<file path="config.mk">
export PLATFORM = sky130hd
export DESIGN_NAME = sit_xprod
export DESIGN_NICKNAME = d
export VERILOG_FILES = /design/src/hdl/assert_macros.svh /design/src/hdl/sit_pkg.sv /design/src/hdl/sit_xprod.sv
export SDC_FILE = /design/constraint.sdc
export NUM_CORES = 2
export LEC_CHECK = 0
export ABC_AREA = 1
export ABC_CLOCK_PERIOD_IN_PS = 9140
export BUFFER_PORTS_ARGS = -buffer_cell sky130_fd_sc_hd__buf_2
export CORE_ASPECT_RATIO = 1.5
export CORE_MARGIN = 2
export CORE_UTILIZATION = 30
export DETAILED_ROUTE_END_ITERATION = 12
export PLACE_DENSITY_LB_ADDON = 0.2
export SKIP_CTS_REPAIR_TIMING = 1
export SLEW_MARGIN = 20
export SYNTH_ARGS = -nofsm -noshare
export SYNTH_HDL_FRONTEND = slang
export SYNTH_SLANG_ARGS = --single-unit
</file>
<file path="constraint.sdc">
create_clock -name clk -period 9.14 [get_ports clk]
set_input_delay 0.457 -clock clk [delete_from_list [all_inputs] [get_ports clk]]
set_output_delay 0.457 -clock clk [all_outputs]
set_load 0.005 [all_outputs]
</file>
<file path="src/hdl/assert_macros.svh">
// ----------------------------------------------------------------------------
// Assertion macros
// Shared concurrent assertion forms; clocked on clk, disabled in reset.
// ----------------------------------------------------------------------------
`ifndef ASSERT_MACROS_SVH
`define ASSERT_MACROS_SVH

// same-cycle implication
`define SIT_ASSERT_IMP(lbl, ante, cons, msg) \
	lbl: assert property (@(posedge clk) disable iff (!arst_n) (ante) |-> (cons)) \
		else $error(msg);

// next-cycle implication
`define SIT_ASSERT_NXT(lbl, ante, cons, msg) \
	lbl: assert property (@(posedge clk) disable iff (!arst_n) (ante) |=> (cons)) \
		else $error(msg);

`endif

</file>
<file path="src/hdl/sit_pkg.sv">
// ----------------------------------------------------------------------------
// sit_pkg
// Shared constants and types of the segment intersection test.
// ----------------------------------------------------------------------------
package sit_pkg;

	// default coordinate width
	localparam int COORD_BITS_DEF = 16;

	// result tdata: one flag padded to a byte
	localparam int OUT_TDATA_W = 8;

	// per-stage load enables of the product unit
	typedef struct packed {
		logic s2;
		logic s3;
	} sit_adv_t;

endpackage

</file>
<file path="src/hdl/sit_xprod.sv">
// ----------------------------------------------------------------------------
// sit_xprod
// Two registered signed products, then their registered difference:
// r = a0*b0 - a1*b1. Serves both cross and dot products.
// ----------------------------------------------------------------------------
module sit_xprod #(
	parameter int W = sit_pkg::COORD_BITS_DEF + 1
) (
	input  logic                   clk,
	input  sit_pkg::sit_adv_t      adv,
	input  logic signed [W-1:0]    a0,
	input  logic signed [W-1:0]    b0,
	input  logic signed [W-1:0]    a1,
	input  logic signed [W-1:0]    b1,
	output logic signed [2*W:0]    r_s3
);
	import sit_pkg::*;

	logic signed [2*W-1:0] p0_s2;
	logic signed [2*W-1:0] p1_s2;

	always_ff @(posedge clk) begin
		if (adv.s2) begin
			p0_s2 <= a0 * b0;
			p1_s2 <= a1 * b1;
		end
	end

	always_ff @(posedge clk) begin
		if (adv.s3) begin
			r_s3 <= (2*W+1)'(p0_s2) - (2*W+1)'(p1_s2);
		end
	end

endmodule

</file>
After elaboration in Yosys (flattened, before gate mapping) --
Index checks and enable logic that the tools add are counted.
Cells by class: add/subtract/negate cells 1, multiply operators 2
Operators by type and width (number):
- $mul 17x17->34 | 2
- $sub 34x34->35 | 1
Word-level totals: register bits 103, input port bits 71

Longest topological paths before layout --
word-level depth 1, depth in mapped cells 29, depth with buffers taken out 27

Worst setup path after synthesis --
OpenSTA, ideal clock, no wires.
kind input to register, start point input a1[16], end point register p1_s2[26], data pin, setup time 0.253 ns, arrival 5.511 ns, required time 8.887 ns, path slack 3.376 ns, cell stages on the path 21, buffers on the path 2, cell sequence clkbuf_1 clkbuf_1 nand2_1 inv_1 fa_1 fa_1 fa_1 fa_1 fa_1 inv_1 fa_1 inv_1 ha_1 nand2_2 nor2_4 nand2_1 clkinv_1 nand3_1 or2_1 nand4_1 nand2_1
On the way: word-level cells in the longest chain between the ends 1
Ends and longest elaborated chain:
- start, declared | line sit_xprod.sv:13 | input logic signed [W-1:0] a1,
- $mul 17x17->34 | line sit_xprod.sv:25 | p1_s2 <= a1 * b1;
- end signal, assigned | line sit_xprod.sv:25
- end, declared | line sit_xprod.sv:20 | logic signed [2*W-1:0] p1_s2;
Every way passes these cells. A chain may end at the register's enable or synchronous reset.

Worst setup path in the final report --
start point input b1[2], end point register p1_s2[30], data pin
On the way: word-level cells in the longest chain between the ends 1
Ends and longest elaborated chain:
- start, declared | line sit_xprod.sv:14 | input logic signed [W-1:0] b1,
- $mul 17x17->34 | line sit_xprod.sv:25
Every way passes these cells.

==> impl_metrics.yaml <==
finish:
  final_util: 0.323
  layout-drive-gt1-share: 0.0459
  areaGrowthSynthToFinish_pct: 6.65
  final_cells: 5070
  nets: 4655
  fillers: 10539
  final_common_cell: "inv_1"
  seq_area_sq_um: 3090
  mostFrequentLayoutCells: "inv_1, nand2_1, fa_1, ha_1, nor2_1"
  antenna_cells: 0
  multi_input_area_sq_um: 21400
sta:
  worst_pin_slew_ns: 0.944
  fmax_mhz: 165
  timing.final.crit_share: 0.665
  finalHoldViolations: 0
  clock_skew_ns: 0.00625
  setup_viol: 0
  rsz0062_at_grt: "no"
  min_period_ns: 6.08
  fin_tns_setup_ns: 0
  final-max-slew-violation-count: 0
  relSlewSlack: 0.371
grt:
  grt_pass1_wl_um: 132000
  antenna_found_initial: 0
  grt_max_degree: 69
  use_met1: 0.181
  grt_pass1_vias: 24540
  use_met2: 0.343
  grt-busiest-layer: "met2"
  grt_use_total: 0.167
  grt_use_met3: 0.00791
  overflow: 0
logic_synthesis:
  avgSynthCellArea_sq_um: 7.74
  synth_top_flop_cell: "edfxtp_1"
  synth_area_leaders: "fa_1, inv_1, nand2_1, edfxtp_1, ha_1"
  synthCells: 3803
  ys_seq_area_frac: 0.105
  synth.distinct_cells: 36
  syn_area_sq_um: 29400
  synth.top_cell.area_share: 0.403
  ys_async_sr_fraction: 0
  synth_nets: 4671
  ys_seq_elements: 103
  synth_top_area_cell: "fa_1"
  synth_edf_count: 103
  yosys_warnings: 0
floorplan:
  num_rows: 140
  initial_core_util: 0.303
  io_pins: 106
  die_y_um: 388
  core_region_area_sq_um: 97200
  dieWidth_um: 260
  dieArea_sq_um: 101000
worst_setup_path:
  cp_data_required_time_ns: 9.25
  crit_fanout: 17
  worstSetupEndpointType: "flip-flop"
  startpoint: "b1[2]"
  critPathArrivalTime_ns: 6.19
  path_class: "input pin to flip-flop"
  critPathLaunchType: "input pin"
  r2r_start: "p1_s2[0]$_DFFE_PP_"
drt:
  drc: 0
  initialDrtViolationCount: 847
  drtAntennaViolNets: 0
  wl_um: 81000
  vias_per_cell: 4.39
  via_count: 22241
  drtPass1Iterations: 5
  routedWlPerCell_um: 16.0
placed_design:
  routabilityCongestion: 0.903
  dpl.cell_count: 5054
  dpl.hpwl_um: 70900
  numPortBuffers: 105
cts:
  clk_pin_slew_ns: 0.07
  clk_latency_ns: 0.37
  clkSinkCount: 103
  cts.path.max_buffers: 2
  cts_root_buf: "clkbuf_16"
  cts_tree: "yes"
  htreeDepth: 3
  numCtsBuffers: 9
worst_hold_path:
  hold_path_class: "input pin to flip-flop"
  hold_path_startpoint: "b0[0]"
job:
  cap_violations: 0
status:
  outcome: "finished clean"
final timing paths:
path / to / cells past startpoint / slack (ns)
worst min-delay path: p0_s2[0]$_DFFE_PP_ / 3 / 0.67
worst min register to register: r_s3[0]$_DFFE_PP_ / 3 / 0.73
worst max-delay path: p1_s2[30]$_DFFE_PP_ / 17 / 3.06
worst max register to register: r_s3[32]$_DFFE_PP_ / 12 / 6.69
layer usage:
layer  part of all wire  vias to the layer above
li1                   -                    10787
met1               0.38                    11044
met2               0.57                      308
met3              0.016                      102
met4              0.027                        0
met5                  0                        -
metrics by stage:
step	instance area, sq um	hold WS (ns)	setup WS [ns]
after floorplan	29400	0.569	3.38
after global placement	31100	0.726	2.69
after global routing	31400	0.671	2.84
after CTS	31400	0.654	3.09
final	31400	0.668	3.06
after detailed placement	31100	0.713	2.68
layout make-up:
class,count,share of cell area
Inverter,1170,0.140
Sequential cell,103,0.0985
Tap cell,1278,0.0509
Clock inverter,6,0.00291
Clock buffer,10,0.00729
Timing Repair Buffer,107,0.0172
Multi-Input combinational cell,2396,0.683
kinds of logic after synthesis:
kind of cell    count (synthesis)  share of synthesized area
compound gates                167                     0.0316
flops                         103                      0.105
xor+xnor                       63                     0.0187
simple gates                 1369                      0.188
fa+ha+maj                     797                      0.490
buf+inv                      1304                      0.166
state kept, by name, indices dropped and copies added, names as in the netlist:
name and cells:
r_s3 35, p0_s2 34, p1_s2 34
synth_stat cells (7+ instances only):
cell and instances:
inv_1 1164, nand2_1 1043, fa_1 593, ha_1 204, nor2_1 143, clkbuf_1 133, edfxtp_1 103, a21oi_1 90
nand3_1 85, xor2_1 48, o21ai_0 40, nand4_1 29, o21bai_1 17, nor3_1 15, xnor2_1 15, nor2_2 10
nand2_2 9, nand3_2 8, or2_2 7
worst max-delay path: stages:
cell     delay (ns)
buf_2          0.38
nand2_1        0.17
inv_1          0.15
fa_1           0.54
fa_1           0.89
fa_1           0.52
fa_1           0.59
fa_1           0.44
fa_1           0.44
ha_1           0.43
nand2_1        0.18
nor2_1         0.32
nand2_1        0.15
nor3_1         0.15
nand2_1        0.16
nand4_1        0.11
nand2_1        0.09
Power is not shown: default switching activity piles up to over one toggle a cycle in this logic, so the estimate is an artifact.
